--- src/design/rle_pair_token_decoder_top_macros.svh ---
// Assertion macros for the run-length pair decoder.
// Used by the queue and the expander; expects clk and arst_n in scope.
`ifndef RLE_PAIR_TOKEN_DECODER_TOP_MACROS_SVH
`define RLE_PAIR_TOKEN_DECODER_TOP_MACROS_SVH
`ifndef SYNTHESIS
`define RPD_ASSERT(label, prop, msg) \
	label: assert property (@(posedge clk) disable iff (!arst_n) prop) else $error(msg);
`define RPD_NEVER(label, cond, msg) \
	label: assert property (@(posedge clk) disable iff (!arst_n) !(cond)) else $error(msg);
`else
`define RPD_ASSERT(label, prop, msg)
`define RPD_NEVER(label, cond, msg)
`endif
`endif

--- src/design/rpd_pkg.sv ---
// Shared types and constants of the run-length pair decoder.
// No dependencies; used by every other design file of the block but the macro header.
`default_nettype none
package rpd_pkg;
	localparam int BYTE_W     = 8;
	localparam int PACK_BYTES = 8;
	localparam int CNT_W      = 4;
	localparam int LEN_W      = 9;
	localparam int QUEUE_DEPTH = 2;
	localparam int Q_PTR_W    = $clog2(QUEUE_DEPTH);

	localparam logic [BYTE_W-1:0] CODE_END  = 8'h00;
	localparam logic [BYTE_W-1:0] CODE_PAIR = 8'h80;
	localparam logic [BYTE_W-1:0] RUN_MASK  = 8'h7F;

	typedef enum logic [1:0] {
		CMD_FILL,
		CMD_PAIR,
		CMD_END
	} cmd_kind_t;

	typedef struct packed {
		cmd_kind_t               kind;
		logic [BYTE_W-1:0]       val_a;
		logic [BYTE_W-1:0]       val_b;
		logic [LEN_W-1:0]        len;
	} cmd_t;

	typedef struct packed {
		logic full;
		logic empty;
	} q_stat_t;
endpackage
`default_nettype wire

--- src/design/rpd_if.sv ---
// Valid/ready channel interfaces of the decoder: packed bytes in, words out.
// Depends on rpd_pkg for field widths.
`default_nettype none
interface rpd_in_if;
	logic                      valid;
	logic                      ready;
	logic [rpd_pkg::BYTE_W-1:0] in_byte;
	modport source (output valid, output in_byte, input ready);
	modport sink (input valid, input in_byte, output ready);
endinterface

interface rpd_out_if;
	logic                       valid;
	logic                       ready;
	logic [rpd_pkg::BYTE_W-1:0] out_byte0;
	logic [rpd_pkg::BYTE_W-1:0] out_byte1;
	logic [rpd_pkg::BYTE_W-1:0] out_byte2;
	logic [rpd_pkg::BYTE_W-1:0] out_byte3;
	logic [rpd_pkg::BYTE_W-1:0] out_byte4;
	logic [rpd_pkg::BYTE_W-1:0] out_byte5;
	logic [rpd_pkg::BYTE_W-1:0] out_byte6;
	logic [rpd_pkg::BYTE_W-1:0] out_byte7;
	logic [rpd_pkg::CNT_W-1:0]  byte_count;
	logic                       run_done;
	logic                       end_marker;
	modport source (output valid, output out_byte0, output out_byte1, output out_byte2,
		output out_byte3, output out_byte4, output out_byte5, output out_byte6,
		output out_byte7, output byte_count, output run_done, output end_marker,
		input ready);
	modport sink (input valid, input out_byte0, input out_byte1, input out_byte2,
		input out_byte3, input out_byte4, input out_byte5, input out_byte6,
		input out_byte7, input byte_count, input run_done, input end_marker,
		output ready);
endinterface
`default_nettype wire

--- src/design/rpd_front.sv ---
// Parser: accepts packed bytes and turns tokens into expansion commands.
// Depends on rpd_pkg and rpd_in_if.
`default_nettype none
module rpd_front (
	input  wire logic             clk,
	input  wire logic             arst_n,
	rpd_in_if.sink                stream,
	input  wire rpd_pkg::q_stat_t q_stat,
	output logic                  push,
	output rpd_pkg::cmd_t         push_cmd
);
	import rpd_pkg::*;

	typedef enum logic [2:0] {
		PH_CODE,
		PH_LIT,
		PH_RUNVAL,
		PH_PAIRCNT,
		PH_PAIRA,
		PH_PAIRB
	} phase_t;

	phase_t            phase_q, phase_d;
	logic [BYTE_W-1:0] rem_q, rem_d;
	logic [BYTE_W-1:0] first_q, first_d;
	logic              accept;
	logic              want_push;
	logic [BYTE_W-1:0] b;

	assign stream.ready = !q_stat.full;
	assign accept = stream.valid && stream.ready;
	assign b = stream.in_byte;
	assign push = accept && want_push;

	always_comb begin
		phase_d   = phase_q;
		rem_d     = rem_q;
		first_d   = first_q;
		want_push = 1'b0;
		push_cmd  = '{kind: CMD_FILL, val_a: b, val_b: '0, len: LEN_W'(1)};
		unique case (phase_q)
			PH_LIT: begin
				want_push = 1'b1;
				rem_d = rem_q - 8'd1;
				if (rem_d == '0) begin
					phase_d = PH_CODE;
				end
			end
			PH_RUNVAL: begin
				want_push = 1'b1;
				push_cmd.len = LEN_W'(rem_q);
				phase_d = PH_CODE;
			end
			PH_PAIRCNT: begin
				rem_d = b;
				phase_d = PH_PAIRA;
			end
			PH_PAIRA: begin
				first_d = b;
				phase_d = PH_PAIRB;
			end
			PH_PAIRB: begin
				// A pair count of zero consumes the pair and yields nothing.
				want_push = (rem_q != '0);
				push_cmd = '{kind: CMD_PAIR, val_a: first_q, val_b: b,
					len: {rem_q, 1'b0}};
				phase_d = PH_CODE;
			end
			default: begin
				phase_d = PH_CODE;
				if (b == CODE_END) begin
					want_push = 1'b1;
					push_cmd = '{kind: CMD_END, val_a: '0, val_b: '0, len: '0};
				end else if (b == CODE_PAIR) begin
					phase_d = PH_PAIRCNT;
				end else if (b[BYTE_W-1]) begin
					rem_d = b & RUN_MASK;
					phase_d = PH_RUNVAL;
				end else begin
					rem_d = b;
					phase_d = PH_LIT;
				end
			end
		endcase
	end

	always_ff @(posedge clk or negedge arst_n) begin
		if (!arst_n) begin
			phase_q <= PH_CODE;
			rem_q   <= '0;
			first_q <= '0;
		end else if (accept) begin
			phase_q <= phase_d;
			rem_q   <= rem_d;
			first_q <= first_d;
		end
	end
endmodule
`default_nettype wire

--- src/design/rpd_queue.sv ---
// Two-entry command queue between the parser and the expander.
// Depends on rpd_pkg and the assertion macro header.
`default_nettype none
`include "rle_pair_token_decoder_top_macros.svh"
module rpd_queue (
	input  wire logic          clk,
	input  wire logic          arst_n,
	input  wire logic          push,
	input  wire rpd_pkg::cmd_t push_cmd,
	input  wire logic          pop,
	output rpd_pkg::cmd_t      head,
	output rpd_pkg::q_stat_t   q_stat
);
	import rpd_pkg::*;

	cmd_t               slot_q [QUEUE_DEPTH];
	logic [Q_PTR_W-1:0] wr_ptr_q;
	logic [Q_PTR_W-1:0] rd_ptr_q;
	logic [Q_PTR_W:0]   fill_q;

	assign q_stat.full  = (fill_q == (Q_PTR_W+1)'(QUEUE_DEPTH));
	assign q_stat.empty = (fill_q == '0);
	assign head = slot_q[rd_ptr_q];

	always_ff @(posedge clk) begin
		if (push) begin
			slot_q[wr_ptr_q] <= push_cmd;
		end
	end

	always_ff @(posedge clk or negedge arst_n) begin
		if (!arst_n) begin
			wr_ptr_q <= '0;
			rd_ptr_q <= '0;
			fill_q   <= '0;
		end else begin
			if (push) begin
				wr_ptr_q <= wr_ptr_q + 1'b1;
			end
			if (pop) begin
				rd_ptr_q <= rd_ptr_q + 1'b1;
			end
			if (push && !pop) begin
				fill_q <= fill_q + 1'b1;
			end else if (pop && !push) begin
				fill_q <= fill_q - 1'b1;
			end
		end
	end

	`RPD_NEVER(a_no_overflow, push && q_stat.full && !pop, "command queue overflow")
	`RPD_NEVER(a_no_underflow, pop && q_stat.empty, "pop from empty command queue")
endmodule
`default_nettype wire

--- src/design/rpd_back.sv ---
// Expander: carries out queued commands, one output word per cycle unless the output stalls.
// Depends on rpd_pkg, rpd_out_if and the assertion macro header.
`default_nettype none
`include "rle_pair_token_decoder_top_macros.svh"
module rpd_back (
	input  wire logic             clk,
	input  wire logic             arst_n,
	input  wire rpd_pkg::cmd_t    head,
	input  wire rpd_pkg::q_stat_t q_stat,
	output logic                  pop,
	rpd_out_if.source             words
);
	import rpd_pkg::*;

	cmd_t              cmd_q;
	logic [LEN_W-1:0]  left_q;
	logic              busy_q;
	logic              out_valid_q;
	logic [BYTE_W-1:0] byte_q [PACK_BYTES];
	logic [CNT_W-1:0]  count_q;
	logic              done_q;
	logic              end_q;

	logic              slot_free;
	logic              emit;
	logic              last;
	logic [CNT_W-1:0]  cnt;

	assign slot_free = !out_valid_q || words.ready;
	assign emit = busy_q && slot_free;
	assign last = (cmd_q.kind == CMD_END) || (left_q <= LEN_W'(PACK_BYTES));
	assign cnt = (left_q >= LEN_W'(PACK_BYTES)) ? CNT_W'(PACK_BYTES) : CNT_W'(left_q);
	assign pop = !q_stat.empty && (!busy_q || (emit && last));

	always_ff @(posedge clk) begin
		if (pop) begin
			cmd_q  <= head;
			left_q <= head.len;
		end else if (emit) begin
			left_q <= left_q - LEN_W'(PACK_BYTES);
		end
		if (emit) begin
			// Words start at even offsets, so odd slots carry the second pair byte.
			for (int j = 0; j < PACK_BYTES; j++) begin
				if (cmd_q.kind != CMD_END && CNT_W'(j) < cnt) begin
					byte_q[j] <= (cmd_q.kind == CMD_PAIR && j[0]) ? cmd_q.val_b : cmd_q.val_a;
				end else begin
					byte_q[j] <= '0;
				end
			end
			count_q <= (cmd_q.kind == CMD_END) ? '0 : cnt;
			done_q  <= last;
			end_q   <= (cmd_q.kind == CMD_END);
		end
	end

	always_ff @(posedge clk or negedge arst_n) begin
		if (!arst_n) begin
			busy_q      <= 1'b0;
			out_valid_q <= 1'b0;
		end else begin
			if (pop) begin
				busy_q <= 1'b1;
			end else if (emit && last) begin
				busy_q <= 1'b0;
			end
			if (slot_free) begin
				out_valid_q <= emit;
			end
		end
	end

	assign words.valid      = out_valid_q;
	assign words.out_byte0  = byte_q[0];
	assign words.out_byte1  = byte_q[1];
	assign words.out_byte2  = byte_q[2];
	assign words.out_byte3  = byte_q[3];
	assign words.out_byte4  = byte_q[4];
	assign words.out_byte5  = byte_q[5];
	assign words.out_byte6  = byte_q[6];
	assign words.out_byte7  = byte_q[7];
	assign words.byte_count = count_q;
	assign words.run_done   = done_q;
	assign words.end_marker = end_q;

	`RPD_ASSERT(a_busy_left, (busy_q && cmd_q.kind != CMD_END) |-> (left_q != '0), "active run with no bytes left")
	`RPD_ASSERT(a_word_count, out_valid_q |-> ((count_q != '0) || end_q), "empty word without end marker")
endmodule
`default_nettype wire

--- src/design/rle_pair_token_decoder_top.sv ---
// Path: a command passes from the parser through a queue slot and the expander command register to the output word.
// Throughput: one packed byte per cycle while the two-entry command queue has room;
// a run of n bytes leaves the expander as ceil(n/8) words, one word per cycle unless the output stalls.
// Reset: arst_n clears parser phase, counters, queue pointers and output valid at once.
`default_nettype none
module rle_pair_token_decoder_top (
	input  wire logic clk,
	input  wire logic arst_n,
	rpd_in_if.sink    stream,
	rpd_out_if.source words
);
	import rpd_pkg::*;

	// The parser classifies each byte of the stream; each literal byte and each run token
	// become a single command, a pair token one command unless its count is zero, the end code
	// an end command, and other code bytes or pair operands simply update the parse state.
	logic    push;
	cmd_t    push_cmd;
	cmd_t    head;
	q_stat_t q_stat;
	logic    pop;

	rpd_front u_front (
		.clk      (clk),
		.arst_n   (arst_n),
		.stream   (stream),
		.q_stat   (q_stat),
		.push     (push),
		.push_cmd (push_cmd)
	);

	// The queue lets the parser keep taking requests while a long run expands.
	rpd_queue u_queue (
		.clk      (clk),
		.arst_n   (arst_n),
		.push     (push),
		.push_cmd (push_cmd),
		.pop      (pop),
		.head     (head),
		.q_stat   (q_stat)
	);

	// The expander packs eight bytes per word into an output register, which
	// holds a stalled request while the next command is already loaded.
	rpd_back u_back (
		.clk    (clk),
		.arst_n (arst_n),
		.head   (head),
		.q_stat (q_stat),
		.pop    (pop),
		.words  (words)
	);
endmodule
`default_nettype wire
--- src/flat_wrapper.sv ---
// flat-port wrapper written by rule: the top's interface ports become plain ports
module rle_pair_token_decoder_top_flat import rpd_pkg::*;
  (clk, arst_n, stream_valid, stream_in_byte, stream_ready, words_valid, words_out_byte0, words_out_byte1, words_out_byte2, words_out_byte3, words_out_byte4, words_out_byte5, words_out_byte6, words_out_byte7, words_byte_count, words_run_done, words_end_marker, words_ready);
  rpd_in_if stream_i ();
  rpd_out_if words_i ();
  input  wire logic clk;
  input  wire logic arst_n;
  input wire logic [$bits(stream_i.valid)-1:0] stream_valid;
  input wire logic [$bits(stream_i.in_byte)-1:0] stream_in_byte;
  output wire logic [$bits(stream_i.ready)-1:0] stream_ready;
  output wire logic [$bits(words_i.valid)-1:0] words_valid;
  output wire logic [$bits(words_i.out_byte0)-1:0] words_out_byte0;
  output wire logic [$bits(words_i.out_byte1)-1:0] words_out_byte1;
  output wire logic [$bits(words_i.out_byte2)-1:0] words_out_byte2;
  output wire logic [$bits(words_i.out_byte3)-1:0] words_out_byte3;
  output wire logic [$bits(words_i.out_byte4)-1:0] words_out_byte4;
  output wire logic [$bits(words_i.out_byte5)-1:0] words_out_byte5;
  output wire logic [$bits(words_i.out_byte6)-1:0] words_out_byte6;
  output wire logic [$bits(words_i.out_byte7)-1:0] words_out_byte7;
  output wire logic [$bits(words_i.byte_count)-1:0] words_byte_count;
  output wire logic [$bits(words_i.run_done)-1:0] words_run_done;
  output wire logic [$bits(words_i.end_marker)-1:0] words_end_marker;
  input wire logic [$bits(words_i.ready)-1:0] words_ready;
  assign stream_i.valid = stream_valid;
  assign stream_i.in_byte = stream_in_byte;
  assign stream_ready = stream_i.ready;
  assign words_valid = words_i.valid;
  assign words_out_byte0 = words_i.out_byte0;
  assign words_out_byte1 = words_i.out_byte1;
  assign words_out_byte2 = words_i.out_byte2;
  assign words_out_byte3 = words_i.out_byte3;
  assign words_out_byte4 = words_i.out_byte4;
  assign words_out_byte5 = words_i.out_byte5;
  assign words_out_byte6 = words_i.out_byte6;
  assign words_out_byte7 = words_i.out_byte7;
  assign words_byte_count = words_i.byte_count;
  assign words_run_done = words_i.run_done;
  assign words_end_marker = words_i.end_marker;
  assign words_i.ready = words_ready;
  rle_pair_token_decoder_top u_core (.clk(clk), .arst_n(arst_n), .stream(stream_i), .words(words_i));
endmodule
--- config.mk ---
export PLATFORM = sky130hd
export DESIGN_NAME = rle_pair_token_decoder_top_flat
export DESIGN_NICKNAME = d
export VERILOG_FILES = /design/src/design/rpd_pkg.sv /design/src/design/rpd_if.sv /design/src/design/rpd_front.sv /design/src/design/rpd_queue.sv /design/src/design/rpd_back.sv /design/src/design/rle_pair_token_decoder_top.sv /design/src/flat_wrapper.sv
export VERILOG_INCLUDE_DIRS = /design/src /design/src/design
export SDC_FILE = /design/constraint.sdc
export NUM_CORES = 1
export LEC_CHECK = 0
export ABC_AREA = 1
export BUFFER_PORTS_ARGS = -buffer_cell sky130_fd_sc_hd__buf_2
export CAP_MARGIN = 30
export CORE_UTILIZATION = 25
export CTS_CLUSTER_DIAMETER = 120
export DETAILED_ROUTE_END_ITERATION = 12
export PLACE_DENSITY = 0.46
export SLEW_MARGIN = 20
export SYNTH_ARGS = -nofsm -noshare
export SYNTH_HDL_FRONTEND = slang
export SYNTH_SLANG_ARGS = --single-unit
--- constraint.sdc ---
create_clock -name clk -period 5.4 [get_ports clk]
set_clock_uncertainty 0.1 [all_clocks]
set_input_delay 0.27 -clock clk [delete_from_list [all_inputs] [get_ports clk]]
set_output_delay 0.27 -clock clk [all_outputs]
set_load 0.005 [all_outputs]
# Yosys cells after proc, flatten, opt, wreduce, memory -nomap -nowiden
# Memory sizes are Yosys's and may differ from the RTL's.
# Cells that the tools add are included.
dict set report op_classes {
  add_sub_neg 6
  n_lt_le_gt_ge 10
  n_eq_ne 13
  muxes 79
  bitwise_logic 9
  n_reduce_logical 40
}
# operator count
set ops {}
lappend ops {{2-to-1 mux 8 bit} 11}
lappend ops {{2-to-1 mux 1 bit} 53}
lappend ops {{case mux 18 bit (2 select lines)} 1}
lappend ops {{2-to-1 mux 27 bit} 1}
lappend ops {{case mux 9 bit (3 select lines)} 1}
lappend ops {{case mux 8 bit (3 select lines)} 1}
lappend ops {{2-to-1 mux 9 bit} 2}
lappend ops {{logical NOT 8 bit} 2}
lappend ops {{< comparator 3 x 4 -> 1 bit, first input constant} 4}
lappend ops {{logical AND 1 bit} 15}
lappend ops {{case mux 3 bit (4 select lines)} 1}
lappend ops {{2-to-1 mux 2 bit} 5}
lappend ops {{>= comparator 9 x 4 -> 1 bit, second input constant} 1}
lappend ops {{less-or-equal comparator 9 x 4 -> 1 bit, second input constant} 1}
lappend ops {{subtractor 9 x 4 -> 9 bit, second input constant} 1}
lappend ops {{equality test 8 bit, second input constant} 1}
lappend ops {{< comparator 1 x 4 -> 1 bit, first input constant} 2}
lappend ops {{< comparator 2 x 4 -> 1 bit, first input constant} 2}
lappend ops {{OR 1 bit} 8}
lappend ops {{nonzero test 8 bit} 1}
lappend ops {{subtractor 8 x 1 -> 8 bit, second input constant} 1}
lappend ops {{equality test 3 x 2 -> 1 bit, second input constant} 2}
lappend ops {{equality test 3 bit, second input constant} 2}
lappend ops {{logical NOT 1 bit} 6}
lappend ops {{20 further kinds} 32}
dict set report totals {
  regBits 58
  ram_bits 118
  in_bits 12
  output_inout_bits 72
  elab_cells 174
  n_memories 2
}
# memory depth word_bits rd rd_ports_with_merged_regs wr line
set memory_table {}
lappend memory_table {u_core.u_back.byte_q 8 8 8 0 8 rpd_back.sv:19} ;# logic [BYTE_W-1:0] byte_q [PACK_BYTES];
lappend memory_table {u_core.u_queue.slot_q 2 27 1 0 1 rpd_queue.sv:16} ;# cmd_t slot_q [QUEUE_DEPTH];

# Depth between registers and ports, before layout
# Gate-level depths: netlist of run 1.
dict set report logic_depth {
  ltp_word 9
  depth_mapped 14
  mapped_depth_nobuf 13
}

# Hierarchy
# Synthesis of run 1 repeated with hierarchy kept, for this count alone.
dict set report hier_totals {
  hier_cells 618
  hier_area_um2 7498.4
}
# mod n_inst cells_each area_per_inst_um2 seq_area_each_um2
set modules_own_cells {}
lappend modules_own_cells {rpd_back 1 308 3817.4 2882.8}
lappend modules_own_cells {rpd_queue 1 109 2254.7 1721.7}
lappend modules_own_cells {rpd_front 1 201 1426.4 475.5}

# Worst setup path before layout of run 1
# No wires, ideal clock.
dict set report synth_path {
  path_type {flip-flop to flip-flop}
  from {reg u_core.u_back.out_valid_q, in the netlist u_core.u_back.words.valid}
  to {reg u_core.u_queue.fill_q[1]}
  setup_ns 0.131
  arrival_ns 4.457
  required_time_ns 5.169
  path_slack_ns 0.712
  stages_incl_launch_ff 12
  n_path_buf 1
  period_less_slack_ns 4.688
  cell_sequence {dfrtp_1 -> inv_1 -> nor2_1 -> nor2_1 -> nand2_1 -> nand2_1 -> nand2_2 -> buf_6 -> ha_1 -> a21oi_1 -> o21ai_0 -> xor2_1}
}
dict set report synth_between {
  elab_chain_cells 9
  word_cells_on_any_way 11
  classes_between {mux (1); reduce/logical (10)}
}
# item line
set synth_rtl {}
lappend synth_rtl {{from (decl)} rpd_back.sv:18} ;# logic out_valid_q;
lappend synth_rtl {{from (signal assigned)} rpd_back.sv:68} ;# out_valid_q <= emit;
lappend synth_rtl {{logical NOT 1 bit *} rpd_back.sv:29} ;# assign slot_free = !out_valid_q || words.ready;
lappend synth_rtl {{logical OR 1 bit *} rpd_back.sv:29}
lappend synth_rtl {{logical AND 1 bit *} rpd_back.sv:30} ;# assign emit = busy_q && slot_free;
lappend synth_rtl {{named net u_core.u_back.emit} rpd_back.sv:25} ;# logic emit;
lappend synth_rtl {{logical AND 1 bit *} rpd_back.sv:33} ;# assign pop = !q_stat.empty && (!busy_q || (emit && last));
lappend synth_rtl {{logical OR 1 bit *} rpd_back.sv:33}
lappend synth_rtl {{logical AND 1 bit *} rpd_back.sv:33}
lappend synth_rtl {{logical NOT 1 bit} rpd_queue.sv:43} ;# if (push && !pop) begin
lappend synth_rtl {{logical AND 1 bit} rpd_queue.sv:43}
lappend synth_rtl {{2-to-1 mux 2 bit or nonzero test 2 bit (tied branches)} n/a}
lappend synth_rtl {{to (signal assigned)} rpd_queue.sv:44} ;# fill_q <= fill_q + 1'b1;
lappend synth_rtl {{to (signal assigned)} rpd_queue.sv:46} ;# fill_q <= fill_q - 1'b1;
lappend synth_rtl {{to (decl)} rpd_queue.sv:19} ;# logic [Q_PTR_W:0] fill_q;
# Mark *: on every way through the listed nets, which the timed path passes. The rest lies on a longest branch.
# A chain may end at the register's enable or synchronous reset.

==> results by group, run 1 <==
Yosys
  • Cell area after synthesis: 7280 um^2
  • Main synth FF type: edfxtp_1
  • Async S/R FF share, synth: between 10% and 20%
  • EDFF count, synth: about 140
  • Cell variety after synth: 32
  • Syn Area/Cell: 10.9 um^2
  • Ys Warns: 0
  • Net Count, Synth: 685
  • Flops & latches, synth: roughly 180
  • Synthesized instance count: 668
  • Post-synthesis sequential area ratio: a little over two thirds

Floorplanning
  • Die Height: between 150 and 200 um
  • Row cnt: 62
  • DIE AREA: a little under 30000 um^2
  • Initial core utilization: about 25%
  • Die Wd: ~170 um
  • Core area: approximately 29000 um^2
  • Boundary Pins: 84

Clocking
  • Clk Latency, worst-skew pair: around 0.42 ns
  • Setup Buffers After CTS: 0
  • Number of clock sinks: roughly 180
  • CTS tree: done
  • CTS Root Cell: clkbuf_16
  • Number of H-tree levels: 4
  • Clock Tree Buf Depth: 2
  • TritonCTS buffer count: 17
  • Clock slew at reported path FFs: about 0.08 ns

Timing
  • RSZ-0062 raised after global routing: false
  • Fin. Hold Viols: 0
  • Final setup viols: 0
  • Final hold slack: 0.0662 ns
  • Max_slew headroom: between 40% and 50%
  • Fin crit period: just under 3 ns
  • Final Cycle Share: a little over half
  • Final slew viol count: 0
  • Least-Margin Pin Slew: around 0.87 ns
  • Setup TNS Final: 0 ns
  • Peak Freq: about 340 MHz

Critical path
  • CP required: roughly 5.5 ns
  • Setup CP Type: register to register
  • Reg-to-reg endpoint: u_core.u_back.byte_q[1][20]
  • CP max FO: 11
  • Crit Reg-Reg Startpoint: u_core.u_back.left_q[3]
  • Worst R2R Path Depth: 11
  • Setup crit start: u_core.u_back.left_q[3]
  • Arrival time at the worst endpoint: between 3 and 4 ns
  • FF-to-FF setup slack: 2.46 ns
  • Worst Setup Start Kind: register
  • CP endpoint kind: register
  • Crit path to: u_core.u_back.byte_q[1][20]

Pwr
  • Int Power: about 3100 uW
  • Pwr dens: 536 nW/um^2
  • Clock power frac: around 28%
  • Leakage power figure: around 0.0038 uW
  • Sequential share of power: a little under half
  • VDD IR max: roughly 220 uV
  • Gate power share: between 20 and 30%
  • P_sw: about 1600 uW
  • Sw frac: 34.1%

Place
  • DP Area: between 8000 and 9000 um^2
  • Number of port buffers: 83
  • RePlAce Congestion: 0.766
  • DP Wirelength: around 11 mm

Final layout
  • Share of cells above drive strength 1: between 10% and 20%
  • Final Util: 30.8%
  • Area Overhead vs Synth: 21.5%
  • Final instance area: ~8800 um^2
  • Nets: a little under 800
  • Diodes inserted: 0
  • Multi-input gate area: around 1800 um^2
  • Fillers: about 3000
  • Reg area: slightly above 5000 um^2

Global route
  • Gr usage total: around a tenth
  • First-pass GRT wire length: approximately 24 mm
  • Grt ovf: 0
  • Met1 Use GR: 14.8%
  • M3 GR Usage: under 10%
  • Met2 usage: 15.7%
  • Busiest grt layer: met2
  • Initial antenna violation count: 0
  • Vias in the first global route: 4432
  • Pin count of the biggest net entering global routing: between 60 and 70

Drt
  • Drt drc: 0
  • Routed len/inst: 13.2 um
  • Vias/cell: roughly 4
  • Detailed Route WL: between 15 and 20 mm
  • 1st-iter DRT viols: roughly 280
  • Post-route ant nets: 0
  • DR pass1 iterations: 4
  • Via count: ~4700

Flow run
  • Number of max-cap violations: 0

Worst hold path
  • Hold crit path type: input port to register

Status
  • Status: complete, no violations
-- state kept, by name, indices dropped and copies added (netlist names), 2 cells and up --
signal	flops
u_core.u_back.left_q	9
u_core.u_back.words.byte_count	4
u_core.u_queue.slot_q	54
u_core.u_front.phase_q	3
u_core.u_back.cmd_q	18
u_core.u_back.byte_q	64
u_core.u_front.first_q	8
u_core.u_queue.fill_q	2
u_core.u_front.rem_q	8
-- worst min path at each step --
stage	endpoint	start	slack, ns	depth (start not counted)
after CTS	u_core.u_front.rem_q[1]	stream_in_byte[1]	0.05	3
after global routing	u_core.u_front.rem_q[1]	stream_in_byte[1]	0.08	3
final	u_core.u_front.rem_q[2]	stream_in_byte[2]	0.07	3
after floorplan	u_core.u_back.busy_q	arst_n	-0.13	0
after global placement	u_core.u_front.phase_q[0]	arst_n	0.24	1
after detailed placement	u_core.u_front.first_q[1]	arst_n	0.26	1
-- what timing repair did --
action / in CTS / in global routing
hold endpoints to repair: 26 / 0
hold buffers: 2 / 0
gates resized for setup: 0 / 0
-- worst max-delay path, cell delays in order (launching register included) --
cell      delay, ns
edfxtp_1       0.38
inv_2          0.14
ha_1           0.20
nand2_1        0.09
nor2_2         0.13
nand4_1        0.09
nand2_1        0.07
inv_1          0.05
nor2_1         0.57
clkinv_1       0.51
nand2_2        0.31
nor2_1         0.07
-- through the flow --
stage | power, uW | cells | worst slack [ns]
finish | 4740 | 1161 | 2.46
detailed placement | 3470 | 1127 | 2.44
floorplan | 2990 | 668 | 0.712
CTS | 4810 | 1161 | 2.43
global route | 5070 | 1161 | 2.15
global placement | 3460 | 1127 | 2.42
-- cell families (layout without fill, tap and decap cells) --
logic type | after synthesis | count (layout) | share of synthesized area [%]
compound gates | 89 | 89 | 6.48
xor+xnor | 7 | 7 | 0.842
fa+ha+maj | 5 | 5 | 0.860
buf+inv | 104 | 213 | 5.52
flops | 176 | 176 | 69.8
mux | 6 | 6 | 0.825
simple gates | 281 | 281 | 15.7
-- synthesized netlist by cell type, types with 3 or more instances --
| cell type | n | area, um^2 |
|---|---|---|
| clkbuf_1 | 9 | 33.8 |
| nand3_1 | 15 | 75.1 |
| inv_1 | 86 | 323 |
| a21oi_1 | 16 | 80.1 |
| clkinv_1 | 3 | 11.3 |
| nand4_1 | 3 | 18.8 |
| ha_1 | 5 | 62.6 |
| nand2_1 | 179 | 672 |
| o22ai_1 | 7 | 43.8 |
| edfxtp_1 | 143 | 4290 |
| inv_2 | 3 | 11.3 |
| nand2_2 | 4 | 25.0 |
| nor2_2 | 4 | 25.0 |
| nor2_1 | 69 | 259 |
| o21ai_1 | 6 | 30.0 |
| mux2i_1 | 6 | 60.1 |
| dfrtp_1 | 25 | 626 |
| xor2_1 | 5 | 43.8 |
| nor3_1 | 3 | 15.0 |
| o211ai_1 | 3 | 22.5 |
| dfxtp_1 | 8 | 160 |
| o21ai_0 | 54 | 270 |
-- power by group through the flow --
stage                     clock, uW  combinational [uW]  sequential, uW
after floorplan                   0                 826            2160
final                          1330                1280            2140
after CTS                      1370                1300            2140
after global placement            0                1290            2170
after detailed placement          0                1300            2170
after global routing           1420                1460            2180
-- area by class of cell --
class                           instances  area share (%)
Clock inverter                         15            2.70
Clock buffer                           17            4.81
Sequential cell                       176            57.4
Tap cell                              384            5.43
Multi-Input combinational cell        388            20.5
Inverter                               92            3.90
Timing Repair Buffer                   89            5.26
-- placed cells by master, fill, tap and decap left out, drive strengths merged, types with 10 or more instances in the layout --
master  count
buf        87
o21ai      61
nand2     183
clkbuf     17
clkinv     10
a21oi      17
dfrtp      25
nor2       75
edfxtp    143
inv        95
nand3      15
-- layer usage --
| layer | up-vias | part of all wire, % |
|---|---|---|
| met4 | 0 | 0.65 |
| met3 | 10 | 4.3 |
| met2 | 105 | 44 |
| met5 | - | 0 |
| li1 | 2407 | - |
| met1 | 2170 | 51 |
No activity file was read; power rests on OpenSTA's default activity.
==> inputs of run 2 (changes only) <==
==> constraint.sdc (replaced) <==
create_clock -name clk -period 2.8 [get_ports clk]
set_clock_uncertainty 0.1 [all_clocks]
set_input_delay 0.14 -clock clk [delete_from_list [all_inputs] [get_ports clk]]
set_output_delay 0.14 -clock clk [all_outputs]
set_load 0.005 [all_outputs]
==> run 2 against run 1 <==
Clock-buffer cell count is 1 higher. Via count grew 0.49%. Die area unchanged. Cell count is 1.0% higher. Core utilization up 0.24 points. Clock power grew 80%. Critical endpoint is now u_core.u_back.cmd_q[22]. Largest power group unchanged.
==> results by group, run 2 (synthesized netlist as in run 1, its figures left out) <==
Status
  • Status: complete, no violations (unchanged)

Drt
  • Vias/cell: 4.02 (was 4.04)
  • Detailed Route WL: 15.5 mm (was 15.3 mm)
  • Drt drc: 0 (unchanged)
  • Post-route ant nets: 0 (unchanged)
  • Via count: 4715 (was 4692)
  • Routed len/inst: 13.2 um (about the same)
  • 1st-iter DRT viols: 334 (was 278)
  • DR pass1 iterations: 4 (unchanged)

Timing
  • Final setup viols: 0 (unchanged)
  • Max_slew headroom: 45.2% (was 41.7%)
  • RSZ-0062 raised after global routing: false (unchanged)
  • Fin crit period: 2.37 ns (was 2.94 ns)
  • Setup TNS Final: 0 ns (unchanged)
  • Fin. Hold Viols: 0 (unchanged)
  • Peak Freq: 422 MHz (was 341 MHz)
  • Least-Margin Pin Slew: 0.813 ns (was 0.865 ns)
  • Final hold slack: 0.0407 ns (was 0.0662 ns)
  • Final Cycle Share: 84.6% (was 54.4%)
  • Final slew viol count: 0 (unchanged)

Clocking
  • Setup Buffers After CTS: 0 (unchanged)
  • Number of H-tree levels: 4 (unchanged)
  • Clock slew at reported path FFs: 0.07 ns (was 0.08 ns)
  • Clk Latency, worst-skew pair: 0.42 ns (about the same)
  • CTS Root Cell: clkbuf_16 (unchanged)
  • Number of clock sinks: 176 (unchanged)
  • Clock Tree Buf Depth: 2 (unchanged)
  • CTS tree: done (unchanged)
  • TritonCTS buffer count: 17 (unchanged)

Final layout
  • Nets: 793 (was 781)
  • Max reg flops: 64 (unchanged)
  • Reg with most FFs: u_core.u_back.byte_q (unchanged)
  • Largest regs: u_core.u_back.byte_q: 64 flops, u_core.u_queue.slot_q: 54 flops, u_core.u_back.cmd_q: 18 flops (unchanged)
  • Fillers: 2996 (was 3011)
  • Diodes inserted: 0 (unchanged)
  • Area Overhead vs Synth: 22.5% (was 21.5%)
  • Commonest non-fill, non-tap cell in the layout: nand2_1 (unchanged)
  • Share of cells above drive strength 1: 18.3% (was 17.9%)
  • Most frequent cells in the layout: nand2_1, edfxtp_1, inv_1 (unchanged)

Global route
  • Grt ovf: 0 (unchanged)
  • First-pass GRT wire length: 25.0 mm (was 24.2 mm)
  • Gr usage total: 10.7% (was 10.5%)
  • Vias in the first global route: 4596 (was 4432)
  • Pin count of the biggest net entering global routing: 62 (was 66)
  • Initial antenna violation count: 0 (unchanged)

Floorplanning
  • DIE AREA: 29800 um^2 (unchanged)
  • Die Height: 173 um (unchanged)
  • Row cnt: 62 (unchanged)
  • Boundary Pins: 84 (unchanged)
  • Die Wd: 173 um (unchanged)
  • Initial core utilization: 25.4% (unchanged)
  • Core area: 28700 um^2 (unchanged)

Critical path
  • CP required: 2.81 ns (was 5.48 ns)
  • Arrival time at the worst endpoint: 2.37 ns (was 3.02 ns)
  • Setup CP Type: register to register (unchanged)
  • CP endpoint kind: register (unchanged)
  • Worst Setup Start Kind: register (unchanged)
  • CP max FO: 18 (was 11)

Pwr
  • Pwr dens: 1010 nW/um^2 (was 536 nW/um^2)
  • Leakage power figure: 0.00383 uW (was 0.00379 uW)
  • Total power: 9040 uW (was 4740 uW)
  • VDD IR max: 290 uV (was 224 uV)

Place
  • Number of port buffers: 83 (unchanged)
  • RePlAce Congestion: 0.805 (was 0.766)
  • DP Wirelength: 11.0 mm (about the same)

Worst hold path
  • Hold crit path type: input port to register (unchanged)

Flow run
  • Number of max-cap violations: 0 (unchanged)
## run 2: changes by cell type in the layout (fill, tap and decap cells not counted)
cell	delta
buf_12	+2
buf_4	+3
bufinv_16	-1
clkbuf_8	+1
clkinv_4	+3
clkinv_8	-6
clkinvlp_4	+1
dlygate4sd3_1	+7
inv_12	-1
inv_8	+3
## run 2: metrics by stage
| step | util, % | std cells | instance area [um^2] | setup slack (ns) |
|---|---|---|---|---|
| detailed placement | 28.6 | 1132 | 8220 | 0.403 |
| CTS | 31.1 | 1173 | 8910 | 0.392 |
| finish | 31.1 | 1173 | 8910 | 0.432 |
| global placement | 28.6 | 1132 | 8220 | 0.427 |
| floorplan | - | 668 | 7290 | -0.0382 |
| global route | 31.1 | 1173 | 8910 | 0.225 |
## run 2: worst max-delay path: stages, from the launching register on
cell and delay [ns]:
edfxtp_1 0.38, inv_2 0.14, ha_1 0.20, nand2_1 0.10
nor2_2 0.13, nand2_1 0.11, nand3_1 0.13, nand2_1 0.08
nand2_1 0.10, nand2_2 0.07, buf_4 0.20, inv_1 0.06
buf_4 0.24
## run 2: path summary, 6_finish.rpt
kind                                            start                         end  depth (start not counted)  slack [ns]
min                                 stream_in_byte[6]   u_core.u_front.first_q[6]                          3        0.04
min reg2reg                u_core.u_back.byte_q[1][5]  u_core.u_back.byte_q[1][5]                          2        0.36
max                           u_core.u_back.left_q[3]     u_core.u_back.cmd_q[22]                         12        0.43
max reg2reg                   u_core.u_back.left_q[3]     u_core.u_back.cmd_q[22]                         12        0.43
min in group asynchronous                      arst_n     u_core.u_front.rem_q[2]                          2        0.19
max in group asynchronous                      arst_n   u_core.u_back.words.valid                          2        1.97
## run 2: final cells by class
class | instances | area [um^2] | area share (%)
Multi-Input combinational cell | 388 | 1810 | 20.3
Sequential cell | 176 | 5080 | 57.0
Timing Repair Buffer | 101 | 598 | 6.71
Clock buffer | 18 | 439 | 4.93
Tap cell | 384 | 480 | 5.39
Clock inverter | 14 | 163 | 1.82
Inverter | 92 | 345 | 3.87
## run 2: where the power goes
| group | switching, uW | internal (uW) |
|---|---|---|
| Clock | 1100 | 1300 |
| Combinational | 1680 | 846 |
| Sequential | 294 | 3820 |
## run 2: metal layers
layer	share of wire (%)	GRT usage, %	up-vias
li1	-	-	2427
met1	52	15.4	2177
met2	43	16.2	102
met3	3.9	2.51	9
met4	0.63	2.79	0
met5	0	0	-
## run 2: what timing repair did
item	CTS	global route
gates resized for setup	0	0
hold buffers	9	0
hold endpoints to repair	36	0
